`config.mk`:
```
export PLATFORM = sky130hd
export DESIGN_NAME = jsv_result_queue
export DESIGN_NICKNAME = d
export VERILOG_FILES = /design/src/jsv_pkg.sv /design/src/jsv_result_queue.sv
export SDC_FILE = /design/constraint.sdc
export NUM_CORES = 1
export LEC_CHECK = 0
export BUFFER_PORTS_ARGS = -buffer_cell sky130_fd_sc_hd__buf_2
export CELL_PAD_IN_SITES_DETAIL_PLACEMENT = 0
export CELL_PAD_IN_SITES_GLOBAL_PLACEMENT = 1
export CORE_MARGIN = 2
export CORE_UTILIZATION = 28
export DETAILED_ROUTE_END_ITERATION = 16
export GPL_ROUTABILITY_DRIVEN = 1
export HOLD_SLACK_MARGIN = 0.15
export PLACE_DENSITY = 0.66
export SYNTH_ARGS = -nofsm -noshare
export SYNTH_HDL_FRONTEND = slang
export SYNTH_SLANG_ARGS = --single-unit
```
`constraint.sdc`:
```
create_clock -name clk -period 4.5 [get_ports clk]
set_input_delay 0.225 -clock clk [delete_from_list [all_inputs] [get_ports clk]]
set_output_delay 0.225 -clock clk [all_outputs]
set_load 0.02 [all_outputs]
```
`src/jsv_pkg.sv`:
```
// Shared types, codes and character helpers of the JSON stream validator.
// Depends on nothing; jsv_core, jsv_result_queue and the top level import it.
package jsv_pkg;

  localparam logic [3:0] K_NONE      = 4'd0;
  localparam logic [3:0] K_OBJ_OPEN  = 4'd1;
  localparam logic [3:0] K_OBJ_CLOSE = 4'd2;
  localparam logic [3:0] K_ARR_OPEN  = 4'd3;
  localparam logic [3:0] K_ARR_CLOSE = 4'd4;
  localparam logic [3:0] K_COMMA     = 4'd5;
  localparam logic [3:0] K_COLON     = 4'd6;
  localparam logic [3:0] K_STRING    = 4'd7;
  localparam logic [3:0] K_NUMBER    = 4'd8;
  localparam logic [3:0] K_TRUE      = 4'd9;
  localparam logic [3:0] K_FALSE     = 4'd10;
  localparam logic [3:0] K_NULL      = 4'd11;
  localparam logic [3:0] K_END       = 4'd12;

  localparam logic [4:0] E_OK          = 5'd0;
  localparam logic [4:0] E_ESC_INVALID = 5'd1;
  localparam logic [4:0] E_ESC_REQUIRED = 5'd2;
  localparam logic [4:0] E_ARRAY_NEXT  = 5'd4;
  localparam logic [4:0] E_COLON       = 5'd5;
  localparam logic [4:0] E_END         = 5'd6;
  localparam logic [4:0] E_VALUE       = 5'd7;
  localparam logic [4:0] E_MORE        = 5'd8;
  localparam logic [4:0] E_OBJECT_FIRST = 5'd9;
  localparam logic [4:0] E_OBJECT_NEXT = 5'd10;
  localparam logic [4:0] E_STRING      = 5'd11;
  localparam logic [4:0] E_INVALID     = 5'd12;
  localparam logic [4:0] E_ZERO        = 5'd13;
  localparam logic [4:0] E_HEX_FORMAT  = 5'd14;
  localparam logic [4:0] E_HIGH_ESCAPE = 5'd15;
  localparam logic [4:0] E_HIGH_SURR   = 5'd16;
  localparam logic [4:0] E_LOW_SURR    = 5'd17;
  localparam logic [4:0] E_DEPTH       = 5'd18;

  localparam logic [2:0] M_IDLE    = 3'd0;
  localparam logic [2:0] M_STRING  = 3'd1;
  localparam logic [2:0] M_ESC     = 3'd2;
  localparam logic [2:0] M_HEX     = 3'd3;
  localparam logic [2:0] M_NUMBER  = 3'd4;
  localparam logic [2:0] M_KEYWORD = 3'd5;

  localparam logic [2:0] N_MINUS   = 3'd0;
  localparam logic [2:0] N_ZERO    = 3'd1;
  localparam logic [2:0] N_INT     = 3'd2;
  localparam logic [2:0] N_DOT     = 3'd3;
  localparam logic [2:0] N_FRAC    = 3'd4;
  localparam logic [2:0] N_EXP     = 3'd5;
  localparam logic [2:0] N_EXPSIGN = 3'd6;
  localparam logic [2:0] N_EXPDIG  = 3'd7;

  localparam logic [2:0] G_VALUE        = 3'd0;
  localparam logic [2:0] G_ARRAY_START  = 3'd1;
  localparam logic [2:0] G_ARRAY_NEXT   = 3'd2;
  localparam logic [2:0] G_OBJECT_START = 3'd3;
  localparam logic [2:0] G_OBJECT_LABEL = 3'd4;
  localparam logic [2:0] G_OBJECT_NEXT  = 3'd5;
  localparam logic [2:0] G_OBJECT_COMMA = 3'd6;
  localparam logic [2:0] G_END          = 3'd7;

  localparam logic [39:0] WORD_TRUE  = 40'h0074727565;
  localparam logic [39:0] WORD_NULL  = 40'h006E756C6C;
  localparam logic [39:0] WORD_FALSE = 40'h66616C7365;
  localparam logic [23:0] LINE_MAX   = 24'hFFFFFF;

  localparam logic [1:0] REG_CHECK_ESCAPES = 2'd0;
  localparam logic [1:0] REG_UTF8_TARGET   = 2'd1;

  typedef struct packed {
    logic [7:0] data_byte;
    logic       byte_present;
    logic       doc_end;
  } in_item_t;

  typedef struct packed {
    logic [3:0]  token_kind;
    logic [4:0]  error_code;
    logic [6:0]  nest_level;
    logic [23:0] line_no;
    logic        last_result;
  } out_item_t;

  // Results of one accepted byte beat, in order, handed to the result queue.
  typedef struct packed {
    logic [1:0]      count;
    out_item_t [2:0] items;
  } res_bundle_t;

  typedef struct packed {
    logic [2:0] fill;
  } queue_status_t;

  function automatic logic is_digit(input logic [7:0] b);
    return b inside {["0":"9"]};
  endfunction

  function automatic logic is_alnum(input logic [7:0] b);
    return (b inside {["a":"z"], ["A":"Z"], ["0":"9"], "_"}) || b[7];
  endfunction

endpackage

```
`src/jsv_result_queue.sv`:
```
// Four-entry result queue: takes up to three results a cycle, emits one beat.
// Depends on jsv_pkg.
module jsv_result_queue (
  input  logic                   clk,
  input  logic                   rst,
  input  jsv_pkg::res_bundle_t   bundle,
  input  logic                   pop,
  output jsv_pkg::out_item_t     head,
  output logic                   head_valid,
  output logic                   room,
  output jsv_pkg::queue_status_t status
);
  import jsv_pkg::*;

  out_item_t  mem [4];
  logic [1:0] wr_ptr;
  logic [1:0] rd_ptr;
  logic [2:0] fill;

  assign head       = mem[rd_ptr];
  assign head_valid = (fill != 3'd0);
  // Room for the worst case of three results from the next byte beat.
  assign room       = (fill <= 3'd1);
  assign status.fill = fill;

  always_ff @(posedge clk) begin
    for (int i = 0; i < 3; i++) begin
      if (2'(i) < bundle.count) begin
        mem[wr_ptr + 2'(i)] <= bundle.items[i];
      end
    end
  end

  always_ff @(posedge clk) begin
    if (rst) begin
      wr_ptr <= '0;
      rd_ptr <= '0;
      fill   <= '0;
    end else begin
      wr_ptr <= wr_ptr + bundle.count;
      rd_ptr <= rd_ptr + 2'(pop);
      fill   <= fill + 3'(bundle.count) - 3'(pop);
    end
  end
endmodule

```
Yosys cells after proc, flatten, opt, wreduce, memory -nomap -nowiden. Memories as Yosys holds them, arrays and structs flattened. A register that Yosys moved wholly into a read port is not among the register bits. Cells that the tools add are included.

Order comparisons: 4. Add/subtract/negate cells: 6. Reduce and logical (&&, ||, !) cells: 1. Multiplexer cells: 7.

Operator list (count): $mux W1 (6); $lt A1 B2 Y1 const A (2); $add A3 B2 Y3 (1); $le A3 B1 Y1 const B (1); $reduce_bool A3 Y1 (1); $sub A3 B1 Y3 (1); $add A2 B1 Y2 (1); $add A2 B1 Y2 const B (1); $add A2 B2 Y2 (1); $add A2 B2 Y2 const B (1); $lt A2 B2 Y1 const A (1); $mux W2 (1).

Flip-flop bits (word level): 7. Bits in writable memories: 164. Output and inout bits: 46. Memories: 1. Input port bits: 128. Word-level logic and storage cells: 22.

Memory list: mem (depth 4, width 41, read ports 1, clocked after memory_dff 1, wr ports 3, line jsv_result_queue.sv:15) `out_item_t mem [4];`.

Logic depth before layout (Yosys ltp). Gate-level depths: netlist of run 1.

Depth in word-level cells: 3. Depth in mapped cells: 9. Gate-level depth less buffers: 8.

Worst setup path before layout of run 1. Ideal clock, no wire load.

Path type: flip-flop to flip-flop. Start point: register wr_ptr[0]. End point: memory mem[0][0] in the netlist's numbering, enable pin. Required time: 3.999 ns. Setup time: 0.501 ns. Stages on the path, launching flop included: 5. Arrival: 3.796 ns. Buffers on the path: 1. Clock period less this slack: 4.297 ns. Path slack: 0.203 ns. Cells stage by stage: dfxtp_1 > buf_6 > o21a_1 > nor2_1 > a211oi_1.

RTL lines: start, declared (line jsv_result_queue.sv:16) `logic [1:0] wr_ptr;`; start signal, assigned (line jsv_result_queue.sv:40) `wr_ptr <= wr_ptr + bundle.count;`; end, declared (line jsv_result_queue.sv:15).

==> results of run 1 <==
==> state kept, by name (all words and copies together), names as in the netlist <==
signal,cells
mem,164
status,3
rd_ptr,2
wr_ptr,2
==> synth_stat cells <==
master / number
nand2_1: 329
nor2_1: 171
a31oi_1: 164
edfxtp_1: 164
buf_2: 56
mux4_2: 41
clkbuf_1: 12
buf_6: 11
dfxtp_1: 7
inv_1: 7
ha_1: 5
buf_4: 4
nor2b_1: 4
xnor2_1: 4
clkbuf_2: 3
a211oi_1: 2
and3b_1: 2
nand3_1: 2
nand3b_1: 2
nand4b_1: 2
o21ai_0: 2
a21oi_1: 1
and3_1: 1
fa_1: 1
nand4_2: 1
nand4bb_1: 1
nor3b_4: 1
o21a_1: 1
or3b_1: 1
xor2_1: 1
==> cells in the final DEF (no fill, tap or decap), types with 3 or more instances in the layout <==
cell	netlist	final
a31oi_1	164	164
buf_2	56	173
buf_4	4	16
clkbuf_16	0	17
clkinv_1	0	3
clkinv_4	0	3
dfxtp_1	7	5
diode_2	0	9
edfxtp_1	164	164
ha_1	5	5
inv_1	7	7
mux4_2	41	41
nand2_1	329	329
nor2_1	171	171
nor2b_1	4	4
xnor2_1	4	4
==> area by class of cell <==
class	instances	area, µm²
Timing Repair Buffer	191	1016
Multi-Input combinational cell	739	4214
Clock inverter	12	123.9
Fill cell	3510	22900
Sequential cell	171	5070
Antenna cell	9	22.52
Inverter	7	26.28
Clock buffer	19	432.9
Tap cell	455	569.3
==> final timing paths <==
check / start / end / slack (ps) / depth (start not counted)
max: wr_ptr[0]$_SDFF_PP0_ / mem[1][18]$_DFFE_PP_ / 1790 / 3
min: pop / rd_ptr[0]$_SDFF_PP0_ / 170 / 3
max reg2reg: wr_ptr[0]$_SDFF_PP0_ / mem[1][18]$_DFFE_PP_ / 1790 / 3
min reg2reg: status[2]$_SDFF_PP0_ / status[2]$_SDFF_PP0_ / 570 / 2
==> power by group <==
part	switching, µW	internal [µW]	leakage [µW]
Clock	621	811	0.000270
Sequential	99.8	2050	0.00163
Combinational	731	419	0.00252
Total	1450	3280	0.00442
==> critical path: stages, from the launching register on <==
cell and delay, ps:
dfxtp_1 820, a21oi_1 300, o21ai_4 810, buf_4 430
==> cells by family after synthesis <==
logic type / synth area share [%]
AO/OA/AOI/OAI: 10.94
XOR/XNOR: 0.4506
adder cells (fa/ha/maj): 0.8498
buffers and inverters: 5.356
flip-flops: 52.12
multiplexers: 9.502
AND/OR/NAND/NOR: 20.78
==> through the flow <==
| step | power [µW] | hold WS [ps] | cells | worst slack (ps) | cell area [µm²] |
|---|---|---|---|---|---|
| finish | 4735 | 171.6 | 1603 | 1786 | 11470 |
| floorplan | 2904 | 296.6 | 1003 | 202.7 | 9718 |
| CTS | 4786 | 162.5 | 1594 | 1738 | 11450 |
| global route | 4948 | 193.2 | 1595 | 1604 | 11450 |
| global placement | 3342 | 510.0 | 1562 | 1811 | 10890 |
| detailed placement | 3356 | 516.2 | 1562 | 1745 | 10890 |
==> routing by layer <==
layer	global-route usage, %	vias up	wire, µm
met5	0	-	13
met4	5.247	2	436
met3	4.674	29	2785
met2	30.81	321	16040
met1	23.96	3956	14110
li1	-	3843	-
==> impl_metrics.env, run 1 <==
export IMPL_status="completed"
export IMPL_min_path_type="in -> reg"
export IMPL_via_per_inst=5.085
export IMPL_crit_type="reg -> reg"
export IMPL_setup_tns_final_ps=0
export IMPL_clk_pin_slew_worst_paths_ps=60
export IMPL_num_vias=8151
export IMPL_hpwl_um=21270
export IMPL_rsz0062_at_grt="false"
export IMPL_synth_area_um2=9718
export IMPL_ys_seq_area_share_pct=52.12
export IMPL_path_max_fanout=24
export IMPL_drc=0
export IMPL_rows=68
export IMPL_cts_resized=0
export IMPL_min_period_ps=2714
export IMPL_ios=174
export IMPL_die_area_um2=36210
export IMPL_tritoncts="done"
export IMPL_period_share_pct=60.31
export IMPL_max_slew_worst_pin_slew_ps=1122
export IMPL_fmax_mhz=368.5
export IMPL_ant_nets=0
export IMPL_final_core_util_pct=33.38
export IMPL_synth_top_cell_area_share_pct=50.68
export IMPL_finClkSkew_ps=5.189
export IMPL_slew_headroom_pct=25.21
export IMPL_synth_warnings=0
export IMPL_synth_distinct_cells=30
export IMPL_routed_wl_um=33390
export IMPL_ctsHoldBuffers=1
export IMPL_hold_viol=0
export IMPL_die_height_um=190.3
export IMPL_cts_buffer_depth=2
export IMPL_cts_root_buf="clkbuf_16"
export IMPL_p_per_area_nw_per_um2=412.6
export IMPL_gp_congestion=0.7582
export IMPL_yosys_top_cells_area="edfxtp_1 51%, nand2_1 13%, a31oi_1 11%"
export IMPL_final_nets=1261
export IMPL_setup_viol=0
export IMPL_cts_setup_buffers=0
export IMPL_grt_pass1_vias=7805
export IMPL_crit_path_start_kind="register"
export IMPL_gr_usage_all_layers_pct=18.56
export IMPL_cts_sinks=171
export IMPL_max_cap_violations=0
export IMPL_required_ps=4610
export IMPL_drt_iter0_drc=704
export IMPL_crit_path_end_kind="register"
export IMPL_grt_start_max_net_pins=69
export IMPL_grt_pass1_wl_um=49580
export IMPL_overflow=0
export IMPL_antenna_found_initial=6
export IMPL_p_leak_uw=0.004422
export IMPL_port_buffer_count=173
export IMPL_ir_drop_uv=268.2
export IMPL_area_growth_pct=18.08
export IMPL_die_w_um=190.3
export IMPL_start_util_pct=28.27
export IMPL_numCtsBuffers=17
export IMPL_drive_gt1_share_pct=23.79
export IMPL_ys_seq_elements=171
export IMPL_dr_pass1_iters=5
export IMPL_wire_per_inst_um=20.83
export IMPL_synth_top_cell_by_area="edfxtp_1"
export IMPL_netlist_instances=1003
export IMPL_slew_viol_final=0
export IMPL_ctsHtreeMaxLevel=4
export IMPL_postSynthNetCount=1137
export IMPL_clk_latency_ps=430
export IMPL_syn_area_per_cell_um2=9.689
export IMPL_core_um2=34370
export IMPL_critical_path_arrival_ps=2820
(Power assumes the default switching activity.)
==> run 2, diff against run 1 <==
PLACE_DENSITY = 0.64   (was 0.66)
clock period = 2.5 ns   (was 4.5 ns; I/O delays follow)
==> impl_metrics.env, run 2 (same netlist as run 1, synthesis figures left out) <==
export IMPL_status="completed"
export IMPL_slew_viol_final=0
export IMPL_fillers=3380
export IMPL_rows=68
export IMPL_setup_viol=0
export IMPL_crit_family="buffers and inverters"
export IMPL_via_per_inst=4.962
export IMPL_min_path_type="in -> reg"
export IMPL_gp_congestion=0.7425
export IMPL_die_height_um=190.3
export IMPL_dr_pass1_iters=7
export IMPL_core_um2=34370
export IMPL_max_cap_violations=0
export IMPL_area_growth_pct=41.86
export IMPL_power_uw=9084
export IMPL_p_per_area_nw_per_um2=658.9
export IMPL_cts_sinks=171
export IMPL_routed_wl_um=35520
export IMPL_die_w_um=190.3
export IMPL_drc=0
export IMPL_largest_reg_flops=164
export IMPL_antenna_found_initial=3
export IMPL_p_leak_uw=0.005419
export IMPL_hpwl_um=21120
export IMPL_critical_path_arrival_ps=2550
export IMPL_ctsHtreeMaxLevel=4
export IMPL_cts_buffer_depth=2
export IMPL_hold_viol=0
export IMPL_ant_nets=0
export IMPL_min_delay_path_depth=3
export IMPL_num_vias=9050
export IMPL_slowest_stage="dlygate4sd3_1"
export IMPL_multi_input_area_um2=4230
export IMPL_timing_rr_end="mem[1][24]$_DFFE_PP_"
export IMPL_reg2reg_slack_ps=130
export IMPL_holdWs_ps=299.2
export IMPL_top_register="mem"
export IMPL_start_util_pct=28.27
export IMPL_port_buffer_count=173
export IMPL_timing_hold_worst_start="bundle[123]"
export IMPL_whs_endpoint="wr_ptr[0]$_SDFF_PP0_"
export IMPL_fmax_mhz=422.6
export IMPL_layout_commonest_cell="nand2_1"
export IMPL_final_core_util_pct=40.11
export IMPL_worst_slack_ps=134.0
export IMPL_cp_startpoint="wr_ptr[1]$_SDFF_PP0_"
export IMPL_crit_type="reg -> reg"
export IMPL_wire_per_inst_um=19.47
export IMPL_clk_latency_ps=440
export IMPL_numCtsBuffers=17
export IMPL_seq_area_um2=5071
export IMPL_tritoncts="done"
export IMPL_path_cells="buf_4, or3b_2, buf_4, nand2_1, a31oi_1, dlygate4sd3_1"
export IMPL_gr_usage_all_layers_pct=19.58
export IMPL_crit_path_end_kind="register"
export IMPL_drt_iter0_drc=627
export IMPL_cts_setup_buffers=0
export IMPL_path_max_fanout=20
export IMPL_r2r_start="wr_ptr[1]$_SDFF_PP0_"
export IMPL_period_share_pct=94.64
export IMPL_critPathMostFrequentCell="buf_4"
export IMPL_required_ps=2690
export IMPL_finClkSkew_ps=10.25
export IMPL_crit_buf_inv=3
export IMPL_min_period_ps=2366
export IMPL_post_place_ws_ps=552.7
export IMPL_clk_pin_slew_worst_paths_ps=70
export IMPL_rsz0062_at_grt="false"
export IMPL_cts_root_buf="clkbuf_16"
export IMPL_grt_pass1_wl_um=52620
export IMPL_grt_start_max_net_pins=51
export IMPL_ios=174
export IMPL_final_nets=1487
export IMPL_ir_drop_uv=594.3
export IMPL_die_area_um2=36210
export IMPL_overflow=0
export IMPL_drive_gt1_share_pct=21.82
export IMPL_final_cell_mix="329 x nand2_1, 206 x dlygate4sd3_1, 173 x buf_2, 171 x nor2_1"
export IMPL_slew_headroom_pct=55.35
export IMPL_crit_path_max_incr_delay_ps=580
export IMPL_crit_path_start_kind="register"
export IMPL_ff2ff_path_depth=6
export IMPL_max_slew_worst_pin_slew_ps=667.2
export IMPL_grt_pass1_vias=8993
[run 2: cell count changes in the layout (fill, tap and decap cells not counted), moves of 2 or more]
cell,change
clkinv_1,-2
dlygate4sd3_1,+205
inv_6,+2
clkinv_4,-2
diode_2,-6
clkinvlp_4,+2
buf_12,+7
buf_4,+12
clkbuf_1,-2
clkinv_2,+3
[run 2: worst register-to-register path, delay by kind of cell, from the launching register on]
| family | cells | cell delay (ps) |
|---|---|---|
| flip-flops | 1 | 410 |
| buffers and inverters | 3 | 1040 |
| AO/OA/AOI/OAI | 1 | 80 |
| AND/OR/NAND/NOR | 2 | 600 |
[run 2: repair_timing]
item                                    4_1_cts  5_1_grt
resized for setup                             0        2
hold buffers                                206        0
endpoints found under the setup margin        0       21
endpoints found under the hold margin       171        0
[run 2: final cells by class]
| cell class | instances | share of cell area, % |
|---|---|---|
| antenna | 3 | 0.05446 |
| clock buffer | 17 | 3.086 |
| clock inverter | 15 | 1.062 |
| inverter | 7 | 0.1906 |
| multi-input combinational | 740 | 30.69 |
| sequential | 171 | 36.79 |
| tap | 455 | 4.130 |
| timing repair buffer | 416 | 24.01 |
[run 2: per-stage QoR]
stage	TNS (ps)	instances	area [µm²]
5_1_grt	0	1824	13790
4_1_cts	0	1820	13760
3_3_place_gp	0	1582	11120
6_report	0	1824	13790
2_1_floorplan	-67710	1003	9728
3_5_place_dp	0	1582	11120
[run 2: worst max path at each step]
stage	to	slack (ps)	cells past startpoint
3_5_place_dp	mem[0][27]$_DFFE_PP_	550	3
2_1_floorplan	mem[3][0]$_DFFE_PP_	-450	3
4_1_cts	mem[2][14]$_DFFE_PP_	10	6
5_1_grt	mem[1][29]$_DFFE_PP_	50	6
3_3_place_gp	mem[0][25]$_DFFE_PP_	580	5
6_report	mem[1][24]$_DFFE_PP_	130	6
[run 2: routing by layer]
| layer | wire length [µm] | GRT usage, % |
|---|---|---|
| met2 | 17220 | 32.43 |
| met1 | 15190 | 25.56 |
| met4 | 768 | 6.798 |
| met5 | 0 | 0 |
| met3 | 2343 | 3.809 |
[run 2: power by group]
part	leakage (µW)	switching, µW	internal [µW]
logic	0.00351	1460	1150
clock network	0.000277	1180	1470
registers	0.00163	127	3690
==> run 3, diff against run 2 <==
CELL_PAD_IN_SITES_DETAIL_PLACEMENT = 1   (was 0)
CELL_PAD_IN_SITES_GLOBAL_PLACEMENT = 2   (was 1)
PLACE_DENSITY = 0.74   (was 0.64)
==> impl_metrics.env, run 3 (same netlist as run 1, synthesis figures left out) <==
export IMPL_die_height_um=190.3
export IMPL_start_util_pct=28.27
export IMPL_holdWs_ps=306.9
export IMPL_cts_root_buf="clkbuf_16"
export IMPL_max_slew_worst_pin_slew_ps=517.5
export IMPL_tritoncts="done"
export IMPL_slew_headroom_pct=65.50
export IMPL_num_vias=9248
export IMPL_required_ps=2810
export IMPL_dr_pass1_iters=5
export IMPL_hpwl_um=23580
export IMPL_ctsHtreeMaxLevel=4
export IMPL_status="completed"
export IMPL_grt_pass1_wl_um=57740
export IMPL_fillers=3936
export IMPL_layout_commonest_cell="nand2_1"
export IMPL_final_cell_mix="329 x nand2_1, 191 x dlygate4sd3_1, 173 x buf_2, 171 x nor2_1"
export IMPL_grt_pass1_vias=9729
export IMPL_min_period_ps=2322
export IMPL_finClkSkew_ps=11.61
export IMPL_wire_per_inst_um=20.91
export IMPL_ir_drop_uv=497.2
export IMPL_grt_start_max_net_pins=53
export IMPL_cts_setup_buffers=0
export IMPL_port_buffer_count=173
export IMPL_largest_reg_flops=164
export IMPL_p_leak_uw=0.005385
export IMPL_path_cells="buf_4, nor3b_4, buf_12, nand2_1, a31oi_1, dlygate4sd3_1"
export IMPL_drt_iter0_drc=724
export IMPL_final_nets=1476
export IMPL_min_path_type="in -> reg"
export IMPL_overflow=0
export IMPL_antenna_found_initial=2
export IMPL_drc=0
export IMPL_routed_wl_um=37860
export IMPL_period_share_pct=92.87
export IMPL_crit_path_end_kind="register"
export IMPL_numCtsBuffers=17
export IMPL_fin_cells=1811
export IMPL_ant_nets=0
export IMPL_core_um2=34370
export IMPL_p_per_area_nw_per_um2=673.6
export IMPL_slew_viol_final=0
export IMPL_setup_viol=0
export IMPL_rsz0062_at_grt="false"
export IMPL_critical_path_arrival_ps=2630
export IMPL_rows=68
export IMPL_via_per_inst=5.107
export IMPL_cts_buffer_depth=2
export IMPL_die_w_um=190.3
export IMPL_clk_pin_slew_worst_paths_ps=70
export IMPL_max_cap_violations=0
export IMPL_crit_buf_inv=3
export IMPL_top_register="mem"
export IMPL_ios=174
export IMPL_placed_cells=1586
export IMPL_crit_type="reg -> reg"
export IMPL_hold_viol=0
export IMPL_gp_congestion=0.7733
export IMPL_area_growth_pct=40.75
export IMPL_drive_gt1_share_pct=22.44
export IMPL_crit_family="buffers and inverters"
export IMPL_path_max_fanout=23
export IMPL_crit_path_start_kind="register"
export IMPL_gr_usage_all_layers_pct=21.28
export IMPL_cts_sinks=171
export IMPL_fmax_mhz=430.7
export IMPL_crit_path_max_incr_delay_ps=570
export IMPL_die_area_um2=36210
export IMPL_slowest_stage="dlygate4sd3_1"
export IMPL_clk_latency_ps=450
[run 3: changes by cell type in the layout (fill, tap and decap cells not counted), sizes merged]
cell         change
inv              +5
diode            -2
clkinvlp         +1
dlygate4sd3     -15
buf              +4
clkinv           -6
[run 3: per-stage QoR]
step / TNS (ps) / util [%] / worst slack [ps] / area [µm²] / total power [µW]
2_1_floorplan: -67710 / - / -448.6 / 9728 / 5214
3_3_place_gp: 0 / 32.41 / 527.3 / 11140 / 6085
3_5_place_dp: 0 / 32.41 / 487.9 / 11140 / 6138
4_1_cts: 0 / 39.73 / 16.63 / 13660 / 9285
5_1_grt: 0 / 39.79 / 76.65 / 13680 / 9621
6_report: 0 / 39.79 / 178.3 / 13680 / 9214
[run 3: repair_timing]
action                     CTS  global route
resized for setup            0             2
setup endpoints to repair    0            53
hold buffers               191             0
hold endpoints to repair   171             0
[run 3: layer usage]
metal / vias to the layer above / routed length [µm] / global-route usage [%]
li1: 4264 / - / -
met1: 4642 / 16710 / 27.69
met2: 290 / 18360 / 36.57
met3: 50 / 2168 / 3.552
met4: 2 / 618 / 5.695
met5: - / 7 / 0
[run 3: worst register-to-register path, cell delays in order, from the launching register on]
cell	delay [ps]
dfxtp_2	420
buf_4	200
nor3b_4	460
buf_12	260
nand2_1	90
a31oi_1	170
dlygate4sd3_1	570
[run 3: layout make-up]
cell class	count	area (µm²)	share of cell area, %
Inverter	7	26.28	0.1921
Clock inverter	15	178.9	1.308
Sequential cell	171	5072	37.08
Multi-Input combinational cell	740	4230	30.93
Timing Repair Buffer	405	3173	23.20
Antenna cell	1	2.502	0.01829
Clock buffer	17	425.4	3.110
Tap cell	455	569.3	4.162
[run 3: worst paths after layout]
| check | startpoint | end | slack (ps) | depth (start not counted) |
|---|---|---|---|---|
| max | wr_ptr[1]$_SDFF_PP0_ | mem[1][30]$_DFFE_PP_ | 180 | 6 |
| min | bundle[123] | status[0]$_SDFF_PP0_ | 310 | 3 |
| max reg2reg | wr_ptr[1]$_SDFF_PP0_ | mem[1][30]$_DFFE_PP_ | 180 | 6 |
| min reg2reg | status[2]$_SDFF_PP0_ | status[2]$_SDFF_PP0_ | 570 | 2 |
[run 3: power breakdown]
part	internal, µW	total, µW	switching, µW
sequential	3690	3850	160
clock	1510	2800	1290
combinational	1110	2560	1460
total	6310	9210	2900
